===== config.mk =====
export PLATFORM = sky130hd
export DESIGN_NAME = json_string_unescape
export DESIGN_NICKNAME = d
export VERILOG_FILES = /design/src/rtl/jsu_pkg.sv /design/src/rtl/jsu_front.sv /design/src/rtl/jsu_queue.sv /design/src/rtl/jsu_back.sv /design/src/rtl/json_string_unescape.sv
export SDC_FILE = /design/constraint.sdc
export NUM_CORES = 1
export LEC_CHECK = 0
export ABC_CLOCK_PERIOD_IN_PS = 16670
export BUFFER_PORTS_ARGS = -buffer_cell sky130_fd_sc_hd__buf_2
export CORE_ASPECT_RATIO = 2
export CORE_MARGIN = 5
export CORE_UTILIZATION = 45
export CTS_BUF_LIST = sky130_fd_sc_hd__clkbuf_8
export DETAILED_ROUTE_END_ITERATION = 10
export SKIP_CTS_REPAIR_TIMING = 1
export SYNTH_ARGS = -nofsm -noshare
export SYNTH_HDL_FRONTEND = slang
export SYNTH_SLANG_ARGS = --single-unit

===== constraint.sdc =====
create_clock -name clk -period 16.67 [get_ports clk]
set_input_delay 3.334 -clock clk [delete_from_list [all_inputs] [get_ports clk]]
set_output_delay 3.334 -clock clk [all_outputs]
set_load 0.01 [all_outputs]

===== src/rtl/jsu_pkg.sv =====
`timescale 1ns / 1ps

package jsu_pkg;

  // Phases of the escape decoder.
  localparam logic [2:0] PH_NORMAL = 3'd0;
  localparam logic [2:0] PH_ESC    = 3'd1;
  localparam logic [2:0] PH_HEX    = 3'd2;

  // Characters that matter to the decoder.
  localparam logic [7:0] CH_BSL   = 8'h5C;
  localparam logic [7:0] CH_U     = 8'h75;
  localparam logic [7:0] CH_X     = 8'h78;
  localparam logic [7:0] CH_DIG0  = 8'h30;
  localparam logic [7:0] CH_A     = 8'h61;
  localparam logic [7:0] CH_B     = 8'h62;
  localparam logic [7:0] CH_F     = 8'h66;
  localparam logic [7:0] CH_T     = 8'h74;
  localparam logic [7:0] CH_R     = 8'h72;
  localparam logic [7:0] CH_N     = 8'h6E;
  localparam logic [7:0] CH_V     = 8'h76;

  localparam logic [7:0] CTL_BS   = 8'h08;
  localparam logic [7:0] CTL_FF   = 8'h0C;
  localparam logic [7:0] CTL_TAB  = 8'h09;
  localparam logic [7:0] CTL_CR   = 8'h0D;
  localparam logic [7:0] CTL_LF   = 8'h0A;
  localparam logic [7:0] CTL_VT   = 8'h0B;

  // Most bytes one input can cause: backslash, letter, three digits, offending byte.
  localparam int JOB_BYTES  = 6;
  localparam int QUEUE_DEPTH = 4;
  localparam int QPTR_W     = $clog2(QUEUE_DEPTH);

  // Work for the back end: the bytes one input produced.
  typedef struct packed {
    logic [JOB_BYTES-1:0][7:0] bytes;
    logic [2:0]                count;  // 0 only for an end-of-string marker
    logic                      last;
  } jsu_job_t;

endpackage


===== src/rtl/jsu_front.sv =====
`timescale 1ns / 1ps

module jsu_front import jsu_pkg::*; (
  input  logic       clk,
  input  logic       rst_n,
  input  logic       in_fire,
  input  logic [7:0] in_byte,
  input  logic       in_last,
  output logic       job_push,
  output jsu_job_t   job
);

  logic [2:0]       phase_r, phase_nxt;
  logic [2:0]       count_r, count_nxt;
  logic [15:0]      code_r, code_nxt;
  logic [7:0]       letter_r, letter_nxt;
  logic             stopped_r, stopped_nxt;
  logic [3:0][7:0]  held_r;
  logic             held_we;

  logic [JOB_BYTES-1:0][7:0] cand;
  logic [2:0]       ncand;
  logic [2:0]       n_eff;
  logic [2:0]       first_zero;
  logic             zero_found;
  logic [4:0]       hv;
  logic [2:0]       need;
  logic [2:0]       count_inc;

  // Bit 4 flags a character that is no hex digit.
  function automatic logic [4:0] hex_val(input logic [7:0] c);
    logic [4:0] r;
    r = 5'h10;
    if (c >= 8'h30 && c <= 8'h39) r = {1'b0, c[3:0]};
    else if ((c >= 8'h61 && c <= 8'h66) || (c >= 8'h41 && c <= 8'h46))
      r = {1'b0, c[3:0] + 4'd9};
    return r;
  endfunction

  always_comb begin
    cand        = '0;
    ncand       = 3'd0;
    phase_nxt   = PH_NORMAL;
    count_nxt   = count_r;
    code_nxt    = code_r;
    letter_nxt  = letter_r;
    held_we     = 1'b0;
    hv          = hex_val(in_byte);
    need        = (letter_r == CH_X) ? 3'd2 : 3'd4;
    count_inc   = count_r + 3'd1;

    unique case (phase_r)
      PH_ESC: begin
        unique case (in_byte)
          CH_U, CH_X: begin
            letter_nxt = in_byte;
            count_nxt  = 3'd0;
            code_nxt   = '0;
            if (in_last) begin
              cand[0] = CH_BSL;
              cand[1] = in_byte;
              ncand   = 3'd2;
            end else begin
              phase_nxt = PH_HEX;
            end
          end
          CH_DIG0, CH_A: ;
          CH_B: begin cand[0] = CTL_BS;  ncand = 3'd1; end
          CH_F: begin cand[0] = CTL_FF;  ncand = 3'd1; end
          CH_T: begin cand[0] = CTL_TAB; ncand = 3'd1; end
          CH_R: begin cand[0] = CTL_CR;  ncand = 3'd1; end
          CH_N: begin cand[0] = CTL_LF;  ncand = 3'd1; end
          CH_V: begin cand[0] = CTL_VT;  ncand = 3'd1; end
          default: begin cand[0] = in_byte; ncand = 3'd1; end
        endcase
      end
      PH_HEX: begin
        // A replay lists backslash, letter, held digits, then this byte, which
        // is either the digit that just arrived or the offending byte.
        cand[0] = CH_BSL;
        cand[1] = letter_r;
        for (int k = 0; k < 4; k++) begin
          if (3'(k) < count_r) cand[2+k] = held_r[k];
          else if (3'(k) == count_r) cand[2+k] = in_byte;
        end
        if (!hv[4] && count_r < 3'd4) begin
          held_we   = 1'b1;
          count_nxt = count_inc;
          code_nxt  = {code_r[11:0], hv[3:0]};
          if (count_inc >= need) begin
            cand = '0;
            if (letter_r == CH_X) begin
              cand[0] = code_nxt[7:0];
              ncand   = 3'd1;
            end else if (code_nxt < 16'h0080) begin
              cand[0] = code_nxt[7:0];
              ncand   = 3'd1;
            end else if (code_nxt < 16'h0800) begin
              cand[0] = {3'b110, code_nxt[10:6]};
              cand[1] = {2'b10, code_nxt[5:0]};
              ncand   = 3'd2;
            end else begin
              cand[0] = {4'b1110, code_nxt[15:12]};
              cand[1] = {2'b10, code_nxt[11:6]};
              cand[2] = {2'b10, code_nxt[5:0]};
              ncand   = 3'd3;
            end
          end else if (in_last) begin
            ncand = count_r + 3'd3;
          end else begin
            phase_nxt = PH_HEX;
          end
        end else if (in_byte == CH_BSL) begin
          ncand = count_r + 3'd2;
          if (!in_last) phase_nxt = PH_ESC;
        end else begin
          ncand = count_r + 3'd3;
        end
      end
      default: begin
        if (in_byte == CH_BSL) begin
          if (!in_last) phase_nxt = PH_ESC;
        end else begin
          cand[0] = in_byte;
          ncand   = 3'd1;
        end
      end
    endcase
  end

  // A decoded zero ends output for the rest of the string; only a suffix is lost.
  always_comb begin
    zero_found = 1'b0;
    first_zero = 3'd0;
    for (int k = 0; k < JOB_BYTES; k++) begin
      if (!zero_found && 3'(k) < ncand && cand[k] == 8'h00) begin
        zero_found = 1'b1;
        first_zero = 3'(k);
      end
    end
    if (stopped_r)       n_eff = 3'd0;
    else if (zero_found) n_eff = first_zero;
    else                 n_eff = ncand;
    stopped_nxt = stopped_r | zero_found;
  end

  assign job.bytes = cand;
  assign job.count = n_eff;
  assign job.last  = in_last;
  assign job_push  = in_fire && (n_eff != 3'd0 || in_last);

  always_ff @(posedge clk) begin
    if (!rst_n) begin
      phase_r   <= PH_NORMAL;
      count_r   <= 3'd0;
      code_r    <= '0;
      letter_r  <= '0;
      stopped_r <= 1'b0;
    end else if (in_fire) begin
      if (in_last) begin
        phase_r   <= PH_NORMAL;
        count_r   <= 3'd0;
        code_r    <= '0;
        letter_r  <= '0;
        stopped_r <= 1'b0;
      end else begin
        phase_r   <= phase_nxt;
        count_r   <= count_nxt;
        code_r    <= code_nxt;
        letter_r  <= letter_nxt;
        stopped_r <= stopped_nxt;
      end
    end
  end

  always_ff @(posedge clk) begin
    if (in_fire && held_we) begin
      held_r[count_r[1:0]] <= in_byte;
    end
  end

endmodule


===== src/rtl/jsu_queue.sv =====
`timescale 1ns / 1ps

module jsu_queue import jsu_pkg::*; (
  input  logic     clk,
  input  logic     rst_n,
  input  logic     push,
  input  jsu_job_t push_job,
  input  logic     pop,
  output jsu_job_t head,
  output logic     full,
  output logic     empty
);

  jsu_job_t              mem [QUEUE_DEPTH];
  logic [QPTR_W-1:0]     wr_r, rd_r;
  logic [QPTR_W:0]       cnt_r;

  assign full  = (cnt_r == (QPTR_W+1)'(QUEUE_DEPTH));
  assign empty = (cnt_r == '0);
  assign head  = mem[rd_r];

  always_ff @(posedge clk) begin
    if (!rst_n) begin
      wr_r  <= '0;
      rd_r  <= '0;
      cnt_r <= '0;
    end else begin
      if (push) wr_r <= wr_r + 1'b1;
      if (pop)  rd_r <= rd_r + 1'b1;
      if (push && !pop)      cnt_r <= cnt_r + 1'b1;
      else if (pop && !push) cnt_r <= cnt_r - 1'b1;
    end
  end

  always_ff @(posedge clk) begin
    if (push) mem[wr_r] <= push_job;
  end

endmodule


===== src/rtl/jsu_back.sv =====
`timescale 1ns / 1ps

module jsu_back import jsu_pkg::*; (
  input  logic       clk,
  input  logic       rst_n,
  input  jsu_job_t   head,
  input  logic       empty,
  output logic       pop,
  output logic       out_tvalid,
  input  logic       out_tready,
  output logic [7:0] out_tdata,
  output logic [1:0] out_tuser,
  output logic       out_tlast
);

  logic [2:0] idx_r;
  logic       valid_r;
  logic [7:0] byte_r;
  logic       bvalid_r, run_end_r, str_end_r;

  logic       load;
  logic [2:0] last_pos;
  logic       final_byte;
  logic [7:0] sel_byte;

  // The output register takes a new result whenever it is empty or being drained.
  assign load       = !empty && (!valid_r || out_tready);
  assign last_pos   = (head.count == 3'd0) ? 3'd0 : head.count - 3'd1;
  assign final_byte = (idx_r == last_pos);
  assign pop        = load && final_byte;
  assign sel_byte   = (head.count == 3'd0) ? 8'h00 : head.bytes[idx_r];

  always_ff @(posedge clk) begin
    if (!rst_n) begin
      idx_r   <= 3'd0;
      valid_r <= 1'b0;
    end else begin
      if (load) begin
        valid_r <= 1'b1;
        idx_r   <= final_byte ? 3'd0 : idx_r + 3'd1;
      end else if (out_tready) begin
        valid_r <= 1'b0;
      end
    end
  end

  always_ff @(posedge clk) begin
    if (load) begin
      byte_r    <= sel_byte;
      bvalid_r  <= (head.count != 3'd0);
      run_end_r <= final_byte;
      str_end_r <= final_byte && head.last;
    end
  end

  assign out_tvalid = valid_r;
  assign out_tdata  = byte_r;
  assign out_tuser  = {run_end_r, bvalid_r};
  assign out_tlast  = str_end_r;

endmodule


===== src/rtl/json_string_unescape.sv =====
`timescale 1ns / 1ps

// Streaming unescaper for the body of a quoted string. Raw bytes enter one per
// request; decoded bytes leave one per request, with \uXXXX turned into UTF-8,
// \xHH into one byte and the usual letter escapes into control bytes. Output
// stops at the first decoded zero byte until the string ends, and the request
// with tlast closes every string (a request with byte_valid low carries the end
// when the final input decodes to nothing). An input byte is taken every cycle
// while the four-entry job queue has room; the back end delivers one result per
// cycle while the receiver is ready, so an input that decodes to k bytes (up to
// six, for a broken hex escape) takes k results and the queue absorbs such
// bursts. An accepted input passes through the job queue and then the output
// register before its first result appears.
module json_string_unescape import jsu_pkg::*; (
  input  logic       clk,
  input  logic       rst_n,
  input  logic       in_tvalid,
  output logic       in_tready,
  input  logic [7:0] in_tdata,    // [7:0] in_byte
  input  logic       in_tlast,
  output logic       out_tvalid,
  input  logic       out_tready,
  output logic [7:0] out_tdata,   // [7:0] out_byte
  output logic [1:0] out_tuser,   // [0] byte_valid, [1] run_end
  output logic       out_tlast
);

  jsu_job_t job, head;
  logic     job_push, pop, full, empty, in_fire;

  assign in_tready = !full;
  assign in_fire   = in_tvalid && in_tready;

  jsu_front u_front (
    .clk      (clk),
    .rst_n    (rst_n),
    .in_fire  (in_fire),
    .in_byte  (in_tdata),
    .in_last  (in_tlast),
    .job_push (job_push),
    .job      (job)
  );

  jsu_queue u_queue (
    .clk      (clk),
    .rst_n    (rst_n),
    .push     (job_push),
    .push_job (job),
    .pop      (pop),
    .head     (head),
    .full     (full),
    .empty    (empty)
  );

  jsu_back u_back (
    .clk        (clk),
    .rst_n      (rst_n),
    .head       (head),
    .empty      (empty),
    .pop        (pop),
    .out_tvalid (out_tvalid),
    .out_tready (out_tready),
    .out_tdata  (out_tdata),
    .out_tuser  (out_tuser),
    .out_tlast  (out_tlast)
  );

endmodule


After elaboration in Yosys (flattened, before gate mapping):

Memory sizes are Yosys's and may differ from the RTL's. A register that Yosys moved wholly into a read port is not among the register bits.
Cells that the tools add are included.

* register bits after elaboration: 81
* input port bits: 13
* output and inout bits: 13
* word-level logic and storage cells: 217
* bits in writable memories: 208
* memories kept: 1

* equal/unequal tests: 21
* bitwise gates (word level): 1
* reduce and logical (&&, ||, !) cells: 58
* order comparisons: 23
* muxes and demuxes: 85
* add/subtract/negate cells: 10

Memories
* u_queue.mem: depth 4, bits a word 52, rd ports 1, clocked after memory_dff 1, write ports 1, line jsu_queue.sv:14 `jsu_job_t mem [QUEUE_DEPTH];`

Operators with widths (count)
* 8-bit 2-to-1 mux: 18
* 48-bit 2-to-1 mux: 2
* 8-bit by 7-bit == test with 1-bit output (second input constant): 11
* 8-bit case mux with 8 select lines: 1
* 3-bit 2-to-1 mux: 20
* 8-bit logical NOT: 6
* 16-bit 2-to-1 mux: 3
* 12-bit 2-to-1 mux: 3
* 32-bit bitwise mux: 1
* 32-bit 2-to-1 mux: 1
* 8-bit case mux with 2 select lines: 2
* 8-bit binary-select mux with 3-bit select: 1
* 1-bit logical AND: 24
* 12-bit case mux with 2 select lines: 1
* 3-bit case mux with 2 select lines: 3
* 1-bit 2-to-1 mux: 17
* 8-bit demux with 2-bit select: 1
* 8-bit by 7-bit >= comparator with 1-bit output (second input constant): 2
* 8-bit by 7-bit <= comparator with 1-bit output (second input constant): 2
* 16-bit by 12-bit less-than comparator with 1-bit output (second input constant): 1
* 16-bit by 8-bit less-than comparator with 1-bit output (second input constant): 1
* 14-bit 2-to-1 mux: 1
* 2-bit 2-to-1 mux: 7
* 1-bit by 3-bit less-than comparator with 1-bit output (first input constant): 4
* 34 further kinds: 65

Longest topological paths before layout:

* depth after elaboration: 44
* depth in mapped cells: 20
* mapped depth without buffers: 18

By module:

From an unflattened synthesis, not the netlist that was laid out.

* cells, all modules: 963
* area total of the unflattened synthesis: 13698.1 sq um

Modules (own cells, without submodules)
* jsu_queue: seq. area each 6426.2 sq um, area an instance 8010.2 sq um, cells an instance 315, times used 1
* jsu_front: seq. area each 1481.4 sq um, area an instance 4613.2 sq um, cells an instance 554, times used 1
* jsu_back: seq. area each 410.4 sq um, area an instance 1064.8 sq um, cells an instance 92, times used 1
* json_string_unescape: seq. area each 0.0 sq um, area an instance 10.0 sq um, cells an instance 2, times used 1

Least setup slack after synthesis:

Ideal clock, no wire load.

* path kind: input -> register
* start point: input port in_tdata[1]
* end point: memory u_queue.mem[0][0] in the netlist's numbering, enable pin
* data required time: 16.255 ns
* setup time: 0.415 ns
* stages on the path: 12
* buffers on the path: 1
* setup slack: 8.865 ns
* arrival: 7.390 ns
* path through: clkbuf_1 inv_1 ha_1 or3b_4 and4_4 o2111a_1 o21ai_2 nor2b_1 nand2_1 a41o_1 a221oi_4 and2_1

* word-level cells in the longest chain between the ends: 42
* elaborated cells between the ends (all ways): 108
* classes of those cells: 1 x add/sub; 14 x order compare; 11 x eq/ne; 49 x mux; 33 x reduce/logical

RTL lines
* from (decl): line json_string_unescape.sv:19 `input logic [7:0] in_tdata,`
* 8-bit by 7-bit >= comparator with 1-bit output / 8-bit by 7-bit <= comparator with 1-bit output (equally long branches): line jsu_front.sv:35 `else if ((c >= 8'h61 && c <= 8'h66) || (c >= 8'h41 && c <= 8'h46))`
* 1-bit logical AND: line jsu_front.sv:35
* 1-bit logical OR: line jsu_front.sv:35
* 5-bit 2-to-1 mux: line jsu_front.sv:35
* 5-bit 2-to-1 mux: line jsu_front.sv:34 `if (c >= 8'h30 && c <= 8'h39) r = {1'b0, c[3:0]};`
* 16-bit by 12-bit less-than comparator with 1-bit output: line jsu_front.sv:98 `end else if (code_nxt < 16'h0800) begin`
* 1-bit 2-to-1 mux / 14-bit 2-to-1 mux (equally long branches): line jsu_front.sv:98
* 3-bit 2-to-1 mux / 8-bit 2-to-1 mux (equally long branches): line jsu_front.sv:95 `end else if (code_nxt < 16'h0080) begin`
* (+27 left out)
* 3-bit 2-to-1 mux (*): line jsu_front.sv:142 `else if (zero_found) n_eff = first_zero;`
* 3-bit 2-to-1 mux (*): line jsu_front.sv:141 `if (stopped_r) n_eff = 3'd0;`
* 3-bit nonzero test (*): line jsu_front.sv:150 `assign job_push = in_fire && (n_eff != 3'd0 || in_last);`
* 1-bit logical OR (*): line jsu_front.sv:150
* 1-bit logical AND (*): line jsu_front.sv:150
* named net job_push: line json_string_unescape.sv:29 `logic job_push, pop, full, empty, in_fire;`
* 1-bit 2-to-1 mux (*): line jsu_queue.sv:36 `if (push) mem[wr_r] <= push_job;`
* 1-bit 2-to-1 mux (implied by the code) (*): line jsu_queue.sv:36
* to (decl): line jsu_queue.sv:14

Mark *: on every way through the listed nets, which the timed path passes. The rest lies on a longest branch.

Worst setup path in the final report:

* start point: input port in_tdata[1]
* end point: register u_queue.cnt_r[2]

* word-level cells in the longest chain between the ends: 43
* elaborated cells between the ends (all ways): 111
* classes of those cells: 1 x add/sub; 14 x order compare; 11 x eq/ne; 48 x mux; 37 x reduce/logical

RTL lines
* 8-bit by 7-bit >= comparator with 1-bit output / 8-bit by 7-bit <= comparator with 1-bit output (equally long branches): line jsu_front.sv:35
* 1-bit logical AND: line jsu_front.sv:35
* 1-bit logical OR: line jsu_front.sv:35
* 5-bit 2-to-1 mux: line jsu_front.sv:35
* 5-bit 2-to-1 mux: line jsu_front.sv:34
* 16-bit by 12-bit less-than comparator with 1-bit output: line jsu_front.sv:98
* 1-bit 2-to-1 mux / 14-bit 2-to-1 mux (equally long branches): line jsu_front.sv:98
* 3-bit 2-to-1 mux / 8-bit 2-to-1 mux (equally long branches): line jsu_front.sv:95
* (+28 left out)
* 3-bit 2-to-1 mux (*): line jsu_front.sv:141
* 3-bit nonzero test (*): line jsu_front.sv:150
* 1-bit logical OR (*): line jsu_front.sv:150
* 1-bit logical AND (*): line jsu_front.sv:150
* named net job_push: line json_string_unescape.sv:29
* 1-bit logical NOT: line jsu_queue.sv:31 `else if (pop && !push) cnt_r <= cnt_r - 1'b1;`
* 1-bit logical AND: line jsu_queue.sv:31
* 2-bit nonzero test (no line)
* to (signal assigned): line jsu_queue.sv:30 `if (push && !pop) cnt_r <= cnt_r + 1'b1;`
* to (signal assigned): line jsu_queue.sv:31
* to (decl): line jsu_queue.sv:16 `logic [QPTR_W:0] cnt_r;`

Marked as above.
A chain may end at the register's enable or synchronous reset.

==> impl_metrics.yaml <==
global_routing:
  grt_start_max_net_pins: 53
  grt_usage_pct: 21.2
  grt_pass1_wl_mm: 54.5
  grt_pass1_vias: 8955
  antenna_found_initial: 1
  overflow: 0
detailed_routing:
  route.detailed.drc: 0
  drt-pass1-iter-count: 5
  via_count: 8624
  drt_iter0_drc: 632
  wirelength_mm: 36.1
  wire_per_inst_um: 25.6
  viasPerCell: 6.12
  ant_nets: 0
sta:
  period_share_pct: 49.4
  timing.slew.headroom_pct: 18.0
  period_needed_ps: 8230
  setup_tns_ps: 0
  fmax_mhz: 121
  slew_violations: 0
  holdWs_ps: 481
  finalSetupViolations: 0
  rsz0062_at_grt: "no"
  worst_pin_slew_ps: 1200
  finClkSkew_ps: 27.5
  final_hold_viol_count: 0
cells_and_area:
  final_common_cell: "edfxtp_1"
  drive_above_1_share_pct: 18.4
  fillerInstances: 2599
  final_cell_mix: "251 x edfxtp_1, 67 x nand2_1, 60 x mux4_2, 57 x nor2_1, 57 x a21oi_1"
  area_delta_synth_final_pct: 8.88
  fin_cells: 1409
  fin_nets: 1049
worst_setup_path:
  crit_fanout: 26
  r2r_cells: 18
  worstSetupPathType: "input pin to flop"
  endpoint_kind: "flop"
  worstPathRequired_ps: 17150
  cp_data_arrival_time_ps: 8710
  start_kind: "input pin"
clock_network:
  clk_path_buf_depth: 3
  cts_tree: "yes"
  insertion_delay_ps: 570
  cts.reportedPaths.clkPinSlew_ps: 60
  root_buffer: "clkbuf_8"
  h-tree-depth: 2
  clock_sinks: 290
  cts_buffers: 39
power:
  ir_worst_vdd_mv: 0.0646
  power.density_nw_per_um2: 121
  power_mw: 1.81
  p_leak_nw: 4.73
hold_path:
  holdPathStages: 2
  hold_path.class: "flop to flop"
floorplanning:
  fp.dieH_um: 257
  die_width_um: 133
  die_area_um2: 34200
  core_area_um2: 30100
  ios: 26
  start_util_pct: 45.5
  row_count: 90
synthesis:
  synth_edf_count: 251
  synthCells: 994
  synth_seq_cells: 290
  syn_nets: 1031
  synth.top_cell.area_share_pct: 55.1
  synth_area_leaders: "edfxtp_1 55%, mux4_2 9.9%, dfxtp_1 5.7%, ha_1 2.1%, a21oi_1 2.1%"
  ys_warn_count: 0
  synth_ff_type: "edfxtp_1"
  syn_area_per_cell_um2: 13.8
  yosysTopAreaCell: "edfxtp_1"
  async_flop_share_pct: 0
  netlist_area_um2: 13700
  ys_seq_area_share_pct: 60.8
  synth_cell_types: 86
job:
  timing.max_cap.violations: 0
placed_design:
  place_inst: 1339
  gp_congestion: 0.993
  io_buffers: 25
  dpl.hpwl_mm: 25.5
status:
  status: "completed"
==> metrics by stage <==
step / utilization (%) / setup slack (ps) / cell area, um^2
after floorplan: - / 8860 / 13700
after global placement: 47.0 / 8000 / 14100
after detailed placement: 47.0 / 7900 / 14100
after CTS: 49.6 / 8480 / 14900
after global routing: 49.6 / 8170 / 14900
final: 49.6 / 8440 / 14900
==> per-layer routing <==
| metal | track usage (%) | share of wire [%] | vias up |
|---|---|---|---|
| met1 | 22.3 | 34 | 4324 |
| met5 | 0 | 0 | - |
| li1 | - | - | 3933 |
| met3 | 2.55 | 3.9 | 105 |
| met2 | 39.6 | 55 | 262 |
| met4 | 12.8 | 6.7 | 0 |
==> state kept, by name, indices dropped and copies added, names as in the netlist, named ones only <==
register,count
u_back.out_tlast,1
u_back.idx_r,3
u_back.bvalid_r,1
u_front.letter_r,8
u_queue.rd_r,2
u_back.out_tvalid,1
u_back.run_end_r,1
u_queue.cnt_r,3
u_back.out_tdata,8
u_front.stopped_r,1
u_front.code_r,12
u_queue.wr_r,2
u_front.held_r,32
u_queue.mem,208
u_front.count_r,3
u_front.phase_r,2
==> synth_stat cells, types with 3 or more instances <==
cell / number
ha_1: 23
nor3_1: 21
nand4_1: 10
edfxtp_1: 251
o21ai_0: 21
a211oi_1: 6
nor2_1: 57
and2_1: 17
o21ai_1: 4
dfxtp_1: 39
nand2b_1: 14
o21a_1: 6
nand3_1: 41
a41oi_1: 3
a31oi_1: 15
o31ai_1: 4
or3_1: 5
xnor2_1: 6
nand3b_1: 5
mux4_2: 60
clkbuf_1: 39
a22oi_1: 20
o211ai_1: 8
o22ai_1: 7
mux2_2: 8
inv_1: 25
buf_2: 7
nand2_1: 67
a21boi_0: 13
nor2b_1: 18
a32oi_1: 7
xor2_1: 5
and4b_1: 5
buf_4: 3
nor4_1: 9
and3_1: 7
a21o_1: 6
buf_1: 10
mux2i_1: 7
a21oi_1: 57
==> cell families (layout without fill, tap and decap cells) <==
kind of cell    count (synthesis)  in the layout  share of synthesized area (%)
simple gates                  295            295                           11.5
buf+inv                        90            136                           2.76
flops                         290            290                           60.8
xor+xnor                       11             11                          0.704
other cells                     0              1                              0
compound gates                209            209                           10.9
fa+ha+maj                      24             24                           2.25
mux                            75             75                           11.0
==> where the power goes <==
group | internal (mW) | total [mW] | switching, mW
clock network | 0.288 | 0.549 | 0.261
logic | 0.167 | 0.357 | 0.190
registers | 0.875 | 0.905 | 0.0301
==> final timing paths <==
path | startpoint | end | slack, ps
max | in_tdata[1] | u_queue.cnt_r[2] | 8440
min | u_back.out_tvalid | u_back.out_tvalid | 480
max reg2reg | u_front.letter_r[0] | u_queue.cnt_r[2] | 10830
min reg2reg | u_back.out_tvalid | u_back.out_tvalid | 480
==> worst max-delay path: stages <==
cell,delay (ps)
buf_2,210
inv_1,240
ha_1,400
or3b_4,460
and4_4,220
o21ai_2,520
nand2_1,700
o211ai_1,320
o31ai_1,150
a41o_1,320
a221oi_4,440
ha_1,250
inv_1,70
fa_1,420
xor2_1,170
or3_1,300
a21boi_0,160
==> layout make-up <==
| cell class | instances | area, um^2 | area share [%] |
|---|---|---|---|
| inverter | 29 | 114 | 0.764 |
| multi-input combinational | 614 | 5000 | 33.5 |
| sequential | 290 | 8320 | 55.8 |
| clock inverter | 29 | 234 | 1.57 |
| clock buffer | 40 | 551 | 3.69 |
| tap | 368 | 460 | 3.09 |
| antenna | 1 | 2.50 | 0.0168 |
| timing repair buffer | 38 | 223 | 1.49 |
Note: power is estimated with default switching activity, not from simulation.
